[src/bclm_pkg.sv]
`timescale 1ns / 1ps
// ----------------------------------------------------------------------------
// bclm_pkg
// Shared widths, codes, defaults and types of the cell limit monitor.
// ----------------------------------------------------------------------------
package bclm_pkg;

    localparam int FUNC_W     = 3;
    localparam int SEGF_W     = 8;
    localparam int VOLT_W     = 16;
    localparam int TEMP_W     = 16;
    localparam int SUM_W      = 24;
    localparam int MODE_W     = 2;
    localparam int TAPS_W     = 5;
    localparam int CFG_W      = 16;
    localparam int CFG_IDX_W  = 3;
    localparam int TAP_CW     = 5;
    localparam int CNT_W      = 3;
    localparam int DIFF_W     = VOLT_W + 1;
    localparam int ALU_W      = 26;
    localparam int GROUP_CELLS = 6;

    localparam logic [SUM_W-1:0] SUM_MAX = {SUM_W{1'b1}};

    localparam int DEF_SEGMENTS          = 8;
    localparam int DEF_TEMPS_PER_SEGMENT = 8;
    localparam int DEF_MAX_TAPS          = 18;

    // configuration register indexes
    localparam logic [CFG_IDX_W-1:0] REG_MIN_CELL_V   = 3'd0;
    localparam logic [CFG_IDX_W-1:0] REG_MAX_CELL_V   = 3'd1;
    localparam logic [CFG_IDX_W-1:0] REG_CHG_TEMP_MAX = 3'd2;
    localparam logic [CFG_IDX_W-1:0] REG_CHG_TEMP_MIN = 3'd3;
    localparam logic [CFG_IDX_W-1:0] REG_DIS_TEMP_MAX = 3'd4;
    localparam logic [CFG_IDX_W-1:0] REG_DIS_TEMP_MIN = 3'd5;
    localparam logic [CFG_IDX_W-1:0] REG_PACK_MODE    = 3'd6;
    localparam logic [CFG_IDX_W-1:0] REG_TAPS         = 3'd7;

    // message function codes
    localparam logic [FUNC_W-1:0] FUNC_LAST_CELL = 3'd2;
    localparam logic [FUNC_W-1:0] FUNC_TEMP      = 3'd3;

    // pack modes
    localparam logic [MODE_W-1:0] MODE_DISCHARGE = 2'd0;
    localparam logic [MODE_W-1:0] MODE_CHARGE    = 2'd1;

    // shared unit operations
    localparam logic [1:0] ALU_ADD   = 2'd0;
    localparam logic [1:0] ALU_SUB   = 2'd1;
    localparam logic [1:0] ALU_ACC   = 2'd2;
    localparam logic [1:0] ALU_RANGE = 2'd3;

    typedef struct packed {
        logic [1:0]              op;
        logic signed [ALU_W-1:0] a;
        logic signed [ALU_W-1:0] b;
        logic signed [ALU_W-1:0] c;
        logic signed [ALU_W-1:0] d;
    } alu_req_t;

    typedef struct packed {
        logic signed [ALU_W-1:0] res;
        logic                    out_of_range;
    } alu_rsp_t;

endpackage

[src/bclm_if.sv]
`timescale 1ns / 1ps
// ----------------------------------------------------------------------------
// bclm_if
// Request and status channels of the cell limit monitor.
// ----------------------------------------------------------------------------
interface bclm_in_if
    import bclm_pkg::*;
();
    logic                     valid;
    logic                     ready;
    logic [FUNC_W-1:0]        func;
    logic [SEGF_W-1:0]        segment;
    logic [VOLT_W-1:0]        cell_voltage_0;
    logic [VOLT_W-1:0]        cell_voltage_1;
    logic [VOLT_W-1:0]        cell_voltage_2;
    logic [VOLT_W-1:0]        cell_voltage_3;
    logic [VOLT_W-1:0]        cell_voltage_4;
    logic [VOLT_W-1:0]        cell_voltage_5;
    logic signed [TEMP_W-1:0] seg_max_temp;
    logic signed [TEMP_W-1:0] seg_min_temp;
    logic signed [TEMP_W-1:0] seg_avg_temp;

    modport source
    (
        output valid, func, segment,
        output cell_voltage_0, cell_voltage_1, cell_voltage_2,
        output cell_voltage_3, cell_voltage_4, cell_voltage_5,
        output seg_max_temp, seg_min_temp, seg_avg_temp,
        input  ready
    );

    modport sink
    (
        input  valid, func, segment,
        input  cell_voltage_0, cell_voltage_1, cell_voltage_2,
        input  cell_voltage_3, cell_voltage_4, cell_voltage_5,
        input  seg_max_temp, seg_min_temp, seg_avg_temp,
        output ready
    );
endinterface

interface bclm_out_if
    import bclm_pkg::*;
();
    logic             valid;
    logic             ready;
    logic             fault;
    logic             sdc_ok;
    logic [SUM_W-1:0] pack_voltage_sum;

    modport source
    (
        output valid, fault, sdc_ok, pack_voltage_sum,
        input  ready
    );

    modport sink
    (
        input  valid, fault, sdc_ok, pack_voltage_sum,
        output ready
    );
endinterface

[src/bclm_alu.sv]
`timescale 1ns / 1ps
// ----------------------------------------------------------------------------
// bclm_alu
// Shared add, subtract, saturating accumulate and range compare unit.
// ----------------------------------------------------------------------------
module bclm_alu
    import bclm_pkg::*;
(
    input  alu_req_t req,
    output alu_rsp_t rsp
);

    logic signed [ALU_W-1:0] sum;

    assign sum = req.a + req.b;

    always_comb
    begin
        rsp.out_of_range = (req.a < req.b) || (req.c > req.d);
        unique case (req.op)
            ALU_ADD:
            begin
                rsp.res = sum;
            end
            ALU_SUB:
            begin
                rsp.res = req.a - req.b;
            end
            ALU_ACC:
            begin
                rsp.res = (sum > ALU_W'(SUM_MAX)) ? ALU_W'(SUM_MAX) : sum;
            end
            default:
            begin
                rsp.res = '0;
            end
        endcase
    end

endmodule

[src/bclm_cell_store.sv]
`timescale 1ns / 1ps
// ----------------------------------------------------------------------------
// bclm_cell_store
// Cell voltage memory, one address shared by a write port and a registered read
// port, with a written flag per entry so that unwritten entries read as zero.
// ----------------------------------------------------------------------------
module bclm_cell_store
    import bclm_pkg::*;
#(
    parameter int DEPTH  = DEF_SEGMENTS * DEF_MAX_TAPS,
    parameter int ADDR_W = $clog2(DEF_SEGMENTS * DEF_MAX_TAPS)
)
(
    input  logic              clk,
    input  logic              rst_n,
    input  logic              rd_en,
    input  logic              wr_en,
    input  logic [ADDR_W-1:0] addr,
    input  logic [VOLT_W-1:0] wr_data,
    output logic [VOLT_W-1:0] rd_data
);

    logic [VOLT_W-1:0] mem [DEPTH];
    logic [DEPTH-1:0]  written_reg;
    logic [VOLT_W-1:0] rd_mem_reg;
    logic              rd_valid_reg;

    always_ff @(posedge clk)
    begin
        if (wr_en)
        begin
            mem[addr] <= wr_data;
        end
        if (rd_en)
        begin
            rd_mem_reg <= mem[addr];
        end
    end

    always_ff @(posedge clk or negedge rst_n)
    begin
        if (!rst_n)
        begin
            written_reg  <= '0;
            rd_valid_reg <= 1'b0;
        end
        else
        begin
            if (wr_en)
            begin
                written_reg[addr] <= 1'b1;
            end
            if (rd_en)
            begin
                rd_valid_reg <= written_reg[addr];
            end
        end
    end

    assign rd_data = rd_valid_reg ? rd_mem_reg : '0;

endmodule

[src/bclm_temp_store.sv]
`timescale 1ns / 1ps
// ----------------------------------------------------------------------------
// bclm_temp_store
// Thermistor slot memory, filled one slot per cycle.
// ----------------------------------------------------------------------------
module bclm_temp_store
    import bclm_pkg::*;
#(
    parameter int DEPTH  = DEF_SEGMENTS * DEF_TEMPS_PER_SEGMENT,
    parameter int ADDR_W = $clog2(DEF_SEGMENTS * DEF_TEMPS_PER_SEGMENT)
)
(
    input  logic              clk,
    input  logic              wr_en,
    input  logic [ADDR_W-1:0] addr,
    input  logic [TEMP_W-1:0] wr_data
);

    logic [TEMP_W-1:0] mem [DEPTH];

    always_ff @(posedge clk)
    begin
        if (wr_en)
        begin
            mem[addr] <= wr_data;
        end
    end

endmodule

[src/battery_cell_limit_monitor.sv]
`timescale 1ns / 1ps
// ----------------------------------------------------------------------------
// battery_cell_limit_monitor
// Range checks cell voltage and temperature messages, latches the fault and
// reports the pack voltage sum after each message.
//
//   channel  dir   payload
//   msg      in    func, segment, cell_voltage_0..5, seg_max/min/avg_temp
//   status   out   fault, sdc_ok, pack_voltage_sum
//   cfg_*    in    cfg_we, cfg_index, cfg_data
//
// Each message is handled in turn: a cell message checks, stores and adds each
// cell of its group until a check fails or the taps in use run out, a
// temperature message that passes writes its average to every slot of the
// segment, and then the column sums of the taps in use are added up. The shared
// arithmetic unit and the single port of the cell memory serialise this walk.
// Reset clears the fault and the column sums and sets the configuration to its defaults.
// A waiting status result holds the next message only in the final state, S_DONE.
// ----------------------------------------------------------------------------
module battery_cell_limit_monitor
    import bclm_pkg::*;
#(
    parameter int SEGMENTS          = DEF_SEGMENTS,
    parameter int TEMPS_PER_SEGMENT = DEF_TEMPS_PER_SEGMENT,
    parameter int MAX_TAPS          = DEF_MAX_TAPS
)
(
    input  logic                 clk,
    input  logic                 rst_n,
    bclm_in_if.sink              msg,
    bclm_out_if.source           status,
    input  logic                 cfg_we,
    input  logic [CFG_IDX_W-1:0] cfg_index,
    input  logic [CFG_W-1:0]     cfg_data
);

    localparam int SEG_W   = (SEGMENTS > 1) ? $clog2(SEGMENTS) : 1;
    localparam int TAP_W   = $clog2(MAX_TAPS);
    localparam int CDEPTH  = SEGMENTS * MAX_TAPS;
    localparam int CADDR_W = $clog2(CDEPTH);
    localparam int TDEPTH  = SEGMENTS * TEMPS_PER_SEGMENT;
    localparam int TADDR_W = (TDEPTH > 1) ? $clog2(TDEPTH) : 1;
    localparam int TI_W    = (TEMPS_PER_SEGMENT > 1) ? $clog2(TEMPS_PER_SEGMENT) : 1;
    localparam int COL_W   = $clog2(SEGMENTS * 65535 + 1);

    localparam logic [SEGF_W-1:0] SEG_LIM  = SEGF_W'(SEGMENTS);
    localparam logic [TAPS_W-1:0] TAPS_LIM = TAPS_W'(MAX_TAPS);
    localparam logic [TI_W-1:0]   TI_LAST  = TI_W'(TEMPS_PER_SEGMENT - 1);

    localparam logic [3:0] S_IDLE     = 4'd0;
    localparam logic [3:0] S_CELL_CHK = 4'd1;
    localparam logic [3:0] S_CELL_SUB = 4'd2;
    localparam logic [3:0] S_CELL_ADD = 4'd3;
    localparam logic [3:0] S_TEMP_CHK = 4'd4;
    localparam logic [3:0] S_TEMP_WR  = 4'd5;
    localparam logic [3:0] S_SUM_INIT = 4'd6;
    localparam logic [3:0] S_SUM      = 4'd7;
    localparam logic [3:0] S_DONE     = 4'd8;

    // configuration
    logic [VOLT_W-1:0]        min_v_reg;
    logic [VOLT_W-1:0]        max_v_reg;
    logic signed [TEMP_W-1:0] chg_max_reg;
    logic signed [TEMP_W-1:0] chg_min_reg;
    logic signed [TEMP_W-1:0] dis_max_reg;
    logic signed [TEMP_W-1:0] dis_min_reg;
    logic [MODE_W-1:0]        mode_reg;
    logic [TAPS_W-1:0]        taps_reg;

    // sequencer
    logic [3:0]               state_reg, state_next;
    logic [SEG_W-1:0]         seg_reg, seg_next;
    logic [VOLT_W-1:0]        cell_reg [GROUP_CELLS];
    logic signed [TEMP_W-1:0] tmax_reg, tmin_reg, tavg_reg;
    logic [TAP_CW-1:0]        tap_reg, tap_next;
    logic [CNT_W-1:0]         cnt_reg, cnt_next;
    logic [TI_W-1:0]          tcnt_reg, tcnt_next;
    logic signed [DIFF_W-1:0] diff_reg, diff_next;
    logic [SUM_W-1:0]         acc_reg, acc_next;
    logic                     fault_reg, fault_next;
    logic [COL_W-1:0]         col_reg [MAX_TAPS];
    logic                     col_we;
    logic                     out_valid_reg, out_valid_next;
    logic                     out_fault_reg;
    logic [SUM_W-1:0]         out_sum_reg;
    logic                     out_load;

    logic                     accept;
    logic [TAPS_W-1:0]        limit;
    logic [TAP_W-1:0]         col_idx;
    logic [COL_W-1:0]         col_rd;
    logic [VOLT_W-1:0]        cur_v;
    logic                     temp_check_on;

    alu_req_t                 alu_req;
    alu_rsp_t                 alu_rsp;

    logic                     cmem_rd, cmem_wr;
    logic [CADDR_W-1:0]       cmem_addr;
    logic [VOLT_W-1:0]        cmem_rd_data;
    logic                     tmem_wr;
    logic [TADDR_W-1:0]       tmem_addr;

    assign accept        = msg.valid && msg.ready;
    assign msg.ready     = (state_reg == S_IDLE);
    assign limit         = (taps_reg > TAPS_LIM) ? TAPS_LIM : taps_reg;
    assign col_idx       = tap_reg[TAP_W-1:0];
    assign col_rd        = col_reg[col_idx];
    assign cur_v         = cell_reg[cnt_reg];
    assign temp_check_on = (mode_reg == MODE_DISCHARGE) || (mode_reg == MODE_CHARGE);
    assign cmem_addr     = CADDR_W'(seg_reg) * CADDR_W'(MAX_TAPS) + CADDR_W'(tap_reg);
    assign tmem_addr     = TADDR_W'(seg_reg) * TADDR_W'(TEMPS_PER_SEGMENT)
                         + TADDR_W'(tcnt_reg);
    assign tmem_wr       = (state_reg == S_TEMP_WR);
    assign out_load      = (state_reg == S_DONE) && (!out_valid_reg || status.ready);

    assign status.valid            = out_valid_reg;
    assign status.fault            = out_fault_reg;
    assign status.sdc_ok           = !out_fault_reg;
    assign status.pack_voltage_sum = out_sum_reg;

    always_ff @(posedge clk or negedge rst_n)
    begin
        if (!rst_n)
        begin
            min_v_reg   <= '0;
            max_v_reg   <= '1;
            chg_max_reg <= 16'sh7fff;
            chg_min_reg <= 16'sh8000;
            dis_max_reg <= 16'sh7fff;
            dis_min_reg <= 16'sh8000;
            mode_reg    <= MODE_DISCHARGE;
            taps_reg    <= TAPS_W'(18);
        end
        else if (cfg_we)
        begin
            unique case (cfg_index)
                REG_MIN_CELL_V:   min_v_reg   <= cfg_data;
                REG_MAX_CELL_V:   max_v_reg   <= cfg_data;
                REG_CHG_TEMP_MAX: chg_max_reg <= cfg_data;
                REG_CHG_TEMP_MIN: chg_min_reg <= cfg_data;
                REG_DIS_TEMP_MAX: dis_max_reg <= cfg_data;
                REG_DIS_TEMP_MIN: dis_min_reg <= cfg_data;
                REG_PACK_MODE:    mode_reg    <= cfg_data[MODE_W-1:0];
                REG_TAPS:         taps_reg    <= cfg_data[TAPS_W-1:0];
                default:          ;
            endcase
        end
    end

    always_comb
    begin
        alu_req = '0;
        alu_req.op = ALU_ADD;
        unique case (state_reg)
            S_CELL_CHK:
            begin
                alu_req.op = ALU_RANGE;
                alu_req.a  = ALU_W'(cur_v);
                alu_req.b  = ALU_W'(min_v_reg);
                alu_req.c  = ALU_W'(cur_v);
                alu_req.d  = ALU_W'(max_v_reg);
            end
            S_CELL_SUB:
            begin
                alu_req.op = ALU_SUB;
                alu_req.a  = ALU_W'(cur_v);
                alu_req.b  = ALU_W'(cmem_rd_data);
            end
            S_CELL_ADD:
            begin
                alu_req.op = ALU_ADD;
                alu_req.a  = ALU_W'(col_rd);
                alu_req.b  = ALU_W'(diff_reg);
            end
            S_TEMP_CHK:
            begin
                alu_req.op = ALU_RANGE;
                alu_req.a  = ALU_W'(tmin_reg);
                alu_req.c  = ALU_W'(tmax_reg);
                alu_req.b  = (mode_reg == MODE_CHARGE) ? ALU_W'(chg_min_reg)
                                                       : ALU_W'(dis_min_reg);
                alu_req.d  = (mode_reg == MODE_CHARGE) ? ALU_W'(chg_max_reg)
                                                       : ALU_W'(dis_max_reg);
            end
            S_SUM:
            begin
                alu_req.op = ALU_ACC;
                alu_req.a  = ALU_W'(acc_reg);
                alu_req.b  = ALU_W'(col_rd);
            end
            default:
            begin
                alu_req.op = ALU_ADD;
            end
        endcase
    end

    bclm_alu u_alu
    (
        .req (alu_req),
        .rsp (alu_rsp)
    );

    always_comb
    begin
        state_next     = state_reg;
        seg_next       = seg_reg;
        tap_next       = tap_reg;
        cnt_next       = cnt_reg;
        tcnt_next      = tcnt_reg;
        diff_next      = diff_reg;
        acc_next       = acc_reg;
        fault_next     = fault_reg;
        out_valid_next = out_valid_reg;
        cmem_rd        = 1'b0;
        cmem_wr        = 1'b0;
        col_we         = 1'b0;

        if (status.ready)
        begin
            out_valid_next = 1'b0;
        end

        unique case (state_reg)
            S_IDLE:
            begin
                if (accept)
                begin
                    seg_next = msg.segment[SEG_W-1:0];
                    cnt_next = '0;
                    tap_next = TAP_CW'(msg.func) * TAP_CW'(GROUP_CELLS);
                    priority if (msg.segment >= SEG_LIM || msg.func > FUNC_TEMP)
                    begin
                        state_next = S_SUM_INIT;
                    end
                    else if (msg.func == FUNC_TEMP)
                    begin
                        state_next = S_TEMP_CHK;
                    end
                    else
                    begin
                        state_next = S_CELL_CHK;
                    end
                end
            end
            S_CELL_CHK:
            begin
                priority if (tap_reg >= TAP_CW'(limit))
                begin
                    state_next = S_SUM_INIT;
                end
                else if (alu_rsp.out_of_range)
                begin
                    fault_next = 1'b1;
                    state_next = S_SUM_INIT;
                end
                else
                begin
                    cmem_rd    = 1'b1;
                    state_next = S_CELL_SUB;
                end
            end
            S_CELL_SUB:
            begin
                cmem_wr    = 1'b1;
                diff_next  = alu_rsp.res[DIFF_W-1:0];
                state_next = S_CELL_ADD;
            end
            S_CELL_ADD:
            begin
                col_we = 1'b1;
                if (cnt_reg == CNT_W'(GROUP_CELLS - 1))
                begin
                    state_next = S_SUM_INIT;
                end
                else
                begin
                    cnt_next   = cnt_reg + 1'b1;
                    tap_next   = tap_reg + 1'b1;
                    state_next = S_CELL_CHK;
                end
            end
            S_TEMP_CHK:
            begin
                tcnt_next = '0;
                if (temp_check_on && alu_rsp.out_of_range)
                begin
                    fault_next = 1'b1;
                    state_next = S_SUM_INIT;
                end
                else
                begin
                    state_next = S_TEMP_WR;
                end
            end
            S_TEMP_WR:
            begin
                if (tcnt_reg == TI_LAST)
                begin
                    state_next = S_SUM_INIT;
                end
                else
                begin
                    tcnt_next = tcnt_reg + 1'b1;
                end
            end
            S_SUM_INIT:
            begin
                acc_next   = '0;
                tap_next   = '0;
                state_next = (limit == '0) ? S_DONE : S_SUM;
            end
            S_SUM:
            begin
                acc_next = alu_rsp.res[SUM_W-1:0];
                if (TAPS_W'(tap_reg) == limit - 1'b1)
                begin
                    state_next = S_DONE;
                end
                else
                begin
                    tap_next = tap_reg + 1'b1;
                end
            end
            S_DONE:
            begin
                if (out_load)
                begin
                    out_valid_next = 1'b1;
                    state_next     = S_IDLE;
                end
            end
            default:
            begin
                state_next = S_IDLE;
            end
        endcase
    end

    always_ff @(posedge clk or negedge rst_n)
    begin
        if (!rst_n)
        begin
            state_reg     <= S_IDLE;
            tap_reg       <= '0;
            cnt_reg       <= '0;
            tcnt_reg      <= '0;
            fault_reg     <= 1'b0;
            out_valid_reg <= 1'b0;
            for (int i = 0; i < MAX_TAPS; i++)
            begin
                col_reg[i] <= '0;
            end
        end
        else
        begin
            state_reg     <= state_next;
            tap_reg       <= tap_next;
            cnt_reg       <= cnt_next;
            tcnt_reg      <= tcnt_next;
            fault_reg     <= fault_next;
            out_valid_reg <= out_valid_next;
            if (col_we)
            begin
                col_reg[col_idx] <= alu_rsp.res[COL_W-1:0];
            end
        end
    end

    always_ff @(posedge clk)
    begin
        seg_reg  <= seg_next;
        diff_reg <= diff_next;
        acc_reg  <= acc_next;
        if (accept)
        begin
            cell_reg[0] <= msg.cell_voltage_0;
            cell_reg[1] <= msg.cell_voltage_1;
            cell_reg[2] <= msg.cell_voltage_2;
            cell_reg[3] <= msg.cell_voltage_3;
            cell_reg[4] <= msg.cell_voltage_4;
            cell_reg[5] <= msg.cell_voltage_5;
            tmax_reg    <= msg.seg_max_temp;
            tmin_reg    <= msg.seg_min_temp;
            tavg_reg    <= msg.seg_avg_temp;
        end
        if (out_load)
        begin
            out_fault_reg <= fault_reg;
            out_sum_reg   <= acc_reg;
        end
    end

    bclm_cell_store #(
        .DEPTH  (CDEPTH),
        .ADDR_W (CADDR_W)
    ) u_cell_store
    (
        .clk     (clk),
        .rst_n   (rst_n),
        .rd_en   (cmem_rd),
        .wr_en   (cmem_wr),
        .addr    (cmem_addr),
        .wr_data (cur_v),
        .rd_data (cmem_rd_data)
    );

    bclm_temp_store #(
        .DEPTH  (TDEPTH),
        .ADDR_W (TADDR_W)
    ) u_temp_store
    (
        .clk     (clk),
        .wr_en   (tmem_wr),
        .addr    (tmem_addr),
        .wr_data (tavg_reg)
    );

`ifndef SYNTHESIS
    a_fault_sticky: assert property (@(posedge clk) disable iff (!rst_n)
        !$fell(fault_reg))
        else $error("latched fault cleared");

    a_ready_drops: assert property (@(posedge clk) disable iff (!rst_n)
        accept |=> !msg.ready)
        else $error("request taken while busy");

    a_sum_index: assert property (@(posedge clk) disable iff (!rst_n)
        (state_reg == S_SUM) |-> (TAPS_W'(tap_reg) < limit))
        else $error("sum walks past taps in use");

    a_done_to_out: assert property (@(posedge clk) disable iff (!rst_n)
        out_load |=> (out_valid_reg && state_reg == S_IDLE))
        else $error("result not presented");
`endif

endmodule

[src/flat_wrapper.sv]
// flat-port wrapper written by rule: the top's interface ports become plain ports
module battery_cell_limit_monitor_flat import bclm_pkg::*;
#(
    parameter int SEGMENTS          = DEF_SEGMENTS,
    parameter int TEMPS_PER_SEGMENT = DEF_TEMPS_PER_SEGMENT,
    parameter int MAX_TAPS          = DEF_MAX_TAPS
)
  (clk, rst_n, cfg_we, cfg_index, cfg_data, msg_valid, msg_func, msg_segment, msg_cell_voltage_0, msg_cell_voltage_1, msg_cell_voltage_2, msg_cell_voltage_3, msg_cell_voltage_4, msg_cell_voltage_5, msg_seg_max_temp, msg_seg_min_temp, msg_seg_avg_temp, msg_ready, status_valid, status_fault, status_sdc_ok, status_pack_voltage_sum, status_ready);
  bclm_in_if msg_i ();
  bclm_out_if status_i ();
  input  logic clk;
  input  logic rst_n;
  input  logic cfg_we;
  input  logic [CFG_IDX_W-1:0] cfg_index;
  input  logic [CFG_W-1:0] cfg_data;
  input wire logic [$bits(msg_i.valid)-1:0] msg_valid;
  input wire logic [$bits(msg_i.func)-1:0] msg_func;
  input wire logic [$bits(msg_i.segment)-1:0] msg_segment;
  input wire logic [$bits(msg_i.cell_voltage_0)-1:0] msg_cell_voltage_0;
  input wire logic [$bits(msg_i.cell_voltage_1)-1:0] msg_cell_voltage_1;
  input wire logic [$bits(msg_i.cell_voltage_2)-1:0] msg_cell_voltage_2;
  input wire logic [$bits(msg_i.cell_voltage_3)-1:0] msg_cell_voltage_3;
  input wire logic [$bits(msg_i.cell_voltage_4)-1:0] msg_cell_voltage_4;
  input wire logic [$bits(msg_i.cell_voltage_5)-1:0] msg_cell_voltage_5;
  input wire logic [$bits(msg_i.seg_max_temp)-1:0] msg_seg_max_temp;
  input wire logic [$bits(msg_i.seg_min_temp)-1:0] msg_seg_min_temp;
  input wire logic [$bits(msg_i.seg_avg_temp)-1:0] msg_seg_avg_temp;
  output wire logic [$bits(msg_i.ready)-1:0] msg_ready;
  output wire logic [$bits(status_i.valid)-1:0] status_valid;
  output wire logic [$bits(status_i.fault)-1:0] status_fault;
  output wire logic [$bits(status_i.sdc_ok)-1:0] status_sdc_ok;
  output wire logic [$bits(status_i.pack_voltage_sum)-1:0] status_pack_voltage_sum;
  input wire logic [$bits(status_i.ready)-1:0] status_ready;
  assign msg_i.valid = msg_valid;
  assign msg_i.func = msg_func;
  assign msg_i.segment = msg_segment;
  assign msg_i.cell_voltage_0 = msg_cell_voltage_0;
  assign msg_i.cell_voltage_1 = msg_cell_voltage_1;
  assign msg_i.cell_voltage_2 = msg_cell_voltage_2;
  assign msg_i.cell_voltage_3 = msg_cell_voltage_3;
  assign msg_i.cell_voltage_4 = msg_cell_voltage_4;
  assign msg_i.cell_voltage_5 = msg_cell_voltage_5;
  assign msg_i.seg_max_temp = msg_seg_max_temp;
  assign msg_i.seg_min_temp = msg_seg_min_temp;
  assign msg_i.seg_avg_temp = msg_seg_avg_temp;
  assign msg_ready = msg_i.ready;
  assign status_valid = status_i.valid;
  assign status_fault = status_i.fault;
  assign status_sdc_ok = status_i.sdc_ok;
  assign status_pack_voltage_sum = status_i.pack_voltage_sum;
  assign status_i.ready = status_ready;
  battery_cell_limit_monitor #(.SEGMENTS(SEGMENTS), .TEMPS_PER_SEGMENT(TEMPS_PER_SEGMENT), .MAX_TAPS(MAX_TAPS)) u_core (.clk(clk), .rst_n(rst_n), .msg(msg_i), .status(status_i), .cfg_we(cfg_we), .cfg_index(cfg_index), .cfg_data(cfg_data));
endmodule
[config.mk]
export PLATFORM = sky130hd
export DESIGN_NAME = battery_cell_limit_monitor_flat
export DESIGN_NICKNAME = d
export VERILOG_FILES = /design/src/bclm_pkg.sv /design/src/bclm_if.sv /design/src/bclm_alu.sv /design/src/bclm_cell_store.sv /design/src/bclm_temp_store.sv /design/src/battery_cell_limit_monitor.sv /design/src/flat_wrapper.sv
export SDC_FILE = /design/constraint.sdc
export NUM_CORES = 2
export LEC_CHECK = 0
export ABC_AREA = 1
export BUFFER_PORTS_ARGS = -buffer_cell sky130_fd_sc_hd__buf_2
export CAP_MARGIN = 25
export CORE_MARGIN = 3
export CORE_UTILIZATION = 40
export CTS_CLUSTER_SIZE = 8
export DETAILED_ROUTE_END_ITERATION = 8
export REMOVE_ABC_BUFFERS = 1
export SYNTH_ARGS = -nofsm -noshare
export SYNTH_HDL_FRONTEND = slang
export SYNTH_SLANG_ARGS = --single-unit
[constraint.sdc]
create_clock -name clk -period 25.5 [get_ports clk]
set_input_delay 6.375 -clock clk [delete_from_list [all_inputs] [get_ports clk]]
set_output_delay 6.375 -clock clk [all_outputs]
set_load 0.01 [all_outputs]
Yosys cells after proc, flatten, opt, wreduce, memory -nomap -nowiden
Memory sizes are Yosys's and may differ from the RTL's. A register that Yosys moved wholly into a read port is not among the register bits.
Index checks and enable logic that the tools add are counted.
{"block": "word_totals", "memories": 2, "mem_bits_rw": 2400, "register_bits": 708, "inputBits": 179, "word_cells": 190, "output_inout_bits": 28}
{"block": "classes", "n_eq_ne": 32, "bitwise_logic": 2, "reduce_logical": 36, "muxes": 57, "addsub": 7, "n_mul": 2, "magnitude_cmp": 11}
{"memory": "u_core.u_cell_store.mem", "words": 144, "width": 16, "read_ports": 1, "rd_clocked_by_memory_dff": 1, "write_ports": 1, "line_no": "bclm_cell_store.sv:23", "rtl": "logic [VOLT_W-1:0] mem [DEPTH];"}
{"memory": "u_core.cell_reg", "words": 6, "width": 16, "read_ports": 1, "rd_clocked_by_memory_dff": 0, "write_ports": 6, "line_no": "battery_cell_limit_monitor.sv:73", "rtl": "logic [VOLT_W-1:0] cell_reg [GROUP_CELLS];"}
{"cell": "$bwmux W342", "n": 1}
{"cell": "$pmux W52 S5", "n": 1}
{"cell": "$or A144 B144 Y144", "n": 1}
{"cell": "$pmux W52 S2", "n": 1}
{"cell": "$bmux W19 S5", "n": 1}
{"cell": "$demux W19 S5", "n": 1}
{"cell": "$pmux W24 S3", "n": 1}
{"cell": "$mux W19", "n": 3}
{"cell": "$mux W26", "n": 2}
{"cell": "$pmux W24 S2", "n": 1}
{"cell": "$pmux W4 S9", "n": 1}
{"cell": "$mux W4", "n": 7}
{"cell": "$add A26 B26 Y26", "n": 1}
{"cell": "$gt A26 B24 Y1 const B", "n": 1}
{"cell": "$gt A26 B26 Y1", "n": 1}
{"cell": "$lt A26 B26 Y1", "n": 1}
{"cell": "$mux W24", "n": 1}
{"cell": "$sub A24 B24 Y24", "n": 1}
{"cell": "$mux W5", "n": 4}
{"cell": "$pmux W5 S4", "n": 1}
{"cell": "$reduce_and A2 Y1", "n": 10}
{"cell": "$eq A3 B3 Y1 const B", "n": 6}
{"cell": "$mux W3", "n": 6}
{"cell": "$mux W1", "n": 17}
{"cell": "45 further kinds", "n": 76}

Longest topological paths before layout
{"block": "logic_depth", "ltp_word": 10, "mapped_depth": 33, "depth_no_buf": 28}

Modules after synthesis
Synthesis repeated with hierarchy kept, for this count alone.
{"block": "unflattened", "hier_cells": 10656, "hier_area_um2": 128522.0}
{"mod": "bclm_cell_store", "seq_area_each_um2": 73295.3, "n_inst": 1, "area_each_um2": 93636.1, "cells_each": 6374}
{"mod": "battery_cell_limit_monitor", "seq_area_each_um2": 17539.3, "n_inst": 1, "area_each_um2": 30115.1, "cells_each": 3384}
{"mod": "bclm_alu", "seq_area_each_um2": 0.0, "n_inst": 1, "area_each_um2": 4770.8, "cells_each": 898}

Worst setup path after synthesis
No wires, ideal clock.
{"block": "synth_path", "kind": "input-to-reg", "from": "in msg_valid", "to": "reg u_core.tap_reg[1], in the netlist u_core.col_idx[1]", "setup_slack_ns": 12.495, "t_required_ns": 25.364, "setup_time_ns": 0.136, "path_buffers": 0, "t_arrival_ns": 12.869, "stages": 9, "cell_sequence": "inv_1 nor2_1 inv_1 nand2_1 inv_1 o21ai_0 nand2_1 nor2_1 a21oi_1"}
{"block": "synth_via", "elab_chain_len": 3}
{"element": "from (decl)", "line_no": "flat_wrapper.sv:16", "rtl": "input wire logic [$bits(msg_i.valid)-1:0] msg_valid;"}
{"element": "$logic_and A1 B1 Y1", "line_no": "battery_cell_limit_monitor.sv:104", "rtl": "assign accept = msg.valid && msg.ready;"}
{"element": "named net u_core.accept", "line_no": "battery_cell_limit_monitor.sv:88", "rtl": "logic accept;"}
{"element": "$ne A2 B2 Y1 (no source line)"}
{"element": "$reduce_and A4 Y1 (no source line)"}
{"element": "to (signal assigned)", "line_no": "battery_cell_limit_monitor.sv:359", "rtl": "tap_reg <= tap_next;"}
{"element": "to (decl)", "line_no": "battery_cell_limit_monitor.sv:75", "rtl": "logic [TAP_CW-1:0] tap_reg, tap_next;"}
The timed path passes the listed nets, and every way through them passes these cells.
A chain may end at the register's enable or synchronous reset.

==> run metrics <==
CTS tree built; area of the multi-input gates 32100 µm²; Ys Warns 0; setup violators final 0; Static Leakage 55.2 nW; startpoint types input pin; die height 569 µm; Clock power frac 24.8%; Post-synth EDFFs 2517; Area Overhead vs Synth 14.6%; GR peak layer met2; post-DP HPWL 222 mm; initial antenna violation count 20; post-route ant nets 0; Worst Max-Slew Pin Slew 1.18 ns; final estimated routing congestion in global placement 0.895; critical path's largest stage delay 0.78 ns; Min-Delay Path Depth 2; GR Util met2 36.6%; CTS Root Cell clkbuf_16; Critical Path Sink Type asynchronous set/reset pin; highest ir drop seen on vdd 0.155 mV; vias post-DR 85600; Worst Skew 0.0840 ns; sequential share of the synthesized area 71.7%; Final Hold Vio Count 0; Comb pwr share 41.0%; Critical Path RT 26.36 ns; Crit path top cell by count buf_4; RSZ-0062 raised after global routing no; I/O pin total 207; Largest register FFs 2304; Post-Synthesis Cells 10300; total track usage 22.9%; routed len/inst 25.5 µm; CTS resizes 0; global route overflow 0; Pwr per Cell Area 144 nW/µm²; Avg Inst Size Synth 12.3 µm²; max cap viols 0; Int Power 12.0 mW; Hold Buf Count CTS 0; Setup TNS 0 ns; hold path start u_core.u_cell_store.written_reg[58]; Synth top area share 59.6%; met1 Use GR 31.7%; Hold Crit Class reg2reg; status finished, final reports clean; fraction of layout cells with a size suffix above 1 11.3%; Flop pwr share 34.2%; GR Layer Usage met3 3.32%; largest net degree at the start of global routing 147; crit-path cells buf_8 > buf_4 > buf_4 > buf_12; Hold EP u_core.u_cell_store.written_reg[58]; Psw 8.90 mW; Crit-path slowest cell buf_4; core box area 315000 µm²; num rows 206; Worst EP arrival 9.48 ns; starting density of the core 40.2%; Inserted Clock Buffers 434; drt pass-1 iters 7; die footprint 324000 µm²; WS Path Type in2async; Hold Slack 0.455 ns; Max transition margin 20.9%; fin crit share 33.8%; Sequential cell area 90800 µm²; dominant cells by area after synthesis edfxtp_1, dfrtp_1, nand2_1, a22oi_1, o21ai_0; routed wire length 383 mm; Setup WS post-layout 16.89 ns; Final Max Tran Viols 0; Synth Cell Area 127000 µm²; Worst R2R Start u_core.col_idx[0]; worst reg2reg path endpoint u_core.diff_reg[11]; R2R depth 21; register bit total from synthesis 3124; synth unique cells 67; 1st-iter DRT viols 10200; Worst-path clk slew 0.05 ns; Remaining DRCs 0; die width 569 µm; worst reg-to-reg setup slack 17.96 ns; Clock Latency Late Sink 0.93 ns; # fillers 28000; Max Fclk 116 MHz; vias in the first global route 82800; CTS H-tree lvls 5; worst-path fanout max 145; first-pass GRT wire length 559 mm; CTS Sinks 3124; Port-buffer cells 190; Primary FF master, synth edfxtp_1; Sw Share 42.6%; fin crit period 8.61 ns; fraction of registers with async set/reset 19.4%; nets 10900; Post-CTS Setup Bufs 0; dominant cell type by area after synthesis edfxtp_1; Max Buffers Root-to-Sink 4; dpl ws 15.83 ns; vias per cell 5.69
==> placed cells by master (no fill, tap or decap), drive strengths merged, types with 8 or more instances in the layout <==
cell    instances
a211oi          8
a21boi         33
a21o           10
a21oi         216
a22o           47
a22oi        1160
a31oi          43
a32o           19
buf           491
clkbuf        628
clkinv         17
dfrtp         557
dfstp          50
diode          10
edfxtp       2517
ha             88
inv           383
nand2        2799
nand3         173
nand4          74
nor2          669
nor3           33
o21ai         587
o22ai          75
o31ai          10
or2            98
xor2           13
==> worst max-delay path, delay by kind of cell <==
| kind | cells | cell delay (ns) |
|---|---|---|
| buffers and inverters | 4 | 2.79 |
==> cells in the mapped netlist (8+ instances only) <==
cell and count:
buf_2 235, edfxtp_1 2517, nand2_2 29, buf_6 14, nand3_1 159, buf_1 69, a32o_1 19, xor2_1 13
a22o_1 47, o21ai_0 558, buf_4 15, inv_1 347, clkbuf_1 266, nand3_4 10, o21ai_1 29, nand4_1 74
dfstp_2 50, ha_1 88, a21oi_1 210, a211oi_1 8, inv_2 30, nor3_2 8, or2_1 18, nor2_1 653
nor3_1 25, dfrtp_1 557, o22ai_1 75, or2_2 80, a21o_1 10, a21boi_0 25, nand2_1 2767, a22oi_1 1159
nor2_2 14, a31oi_1 43, a21boi_1 8, o31ai_1 10
==> power groups by stage <==
stage	clock network, mW	logic (mW)	registers (mW)
after floorplan	0	5.25	7.45
after global placement	0	8.34	7.21
after detailed placement	0	8.44	7.22
after CTS	5.27	8.47	7.13
after global routing	5.49	9.13	7.17
final	5.19	8.57	7.14
==> per-layer routing <==
layer  vias up  part of all wire, %  wire, µm
li1      37700                    -         -
met1     43100                   41    157000
met2      4046                   47    179000
met3       726                  7.9     30400
met4         8                  4.2     16100
met5         -                0.013        50
==> per-stage QoR <==
stage                     total power [mW]  util [%]  cells  cell area (µm²)
final                                 20.9      46.1  15000           145000
after global routing                  21.8      46.1  15000           145000
after CTS                             20.9      46.0  15000           145000
after detailed placement              15.7      42.2  14400           133000
after global placement                15.5      42.1  14400           133000
after floorplan                       12.7         -   9721           124000
==> how the worst max path moves through the flow <==
stage	startpoint	end	slack, ns	depth (start not counted)
finish	rst_n	u_core.u_cell_store.written_reg[69]	16.89	4
detailed placement	rst_n	u_core.u_cell_store.written_reg[118]	15.83	4
CTS	rst_n	u_core.u_cell_store.written_reg[71]	16.80	4
global route	rst_n	u_core.u_cell_store.written_reg[91]	16.44	4
floorplan	u_core.col_idx[0]	u_core.u_cell_store.rd_mem_reg[0]	0.40	10
global placement	rst_n	u_core.u_cell_store.written_reg[116]	15.95	4
==> cell families after synthesis <==
| kind of cell | synth area share (%) |
|---|---|
| compound gates | 11.7 |
| xor+xnor | 0.117 |
| fa+ha+maj | 0.932 |
| buf+inv | 3.29 |
| flops | 71.7 |
| mux | 0.00790 |
| simple gates | 12.3 |
==> cell type report <==
type / instances / share of cell area, %
Antenna cell: 10 / 0.0172
Clock buffer: 628 / 8.11
Clock inverter: 18 / 0.186
Inverter: 383 / 1.00
Multi-Input combinational cell: 6214 / 22.1
Sequential cell: 3124 / 62.5
Tap cell: 4160 / 3.58
Timing Repair Buffer: 491 / 2.52
Power figures use the tool's default switching activity.
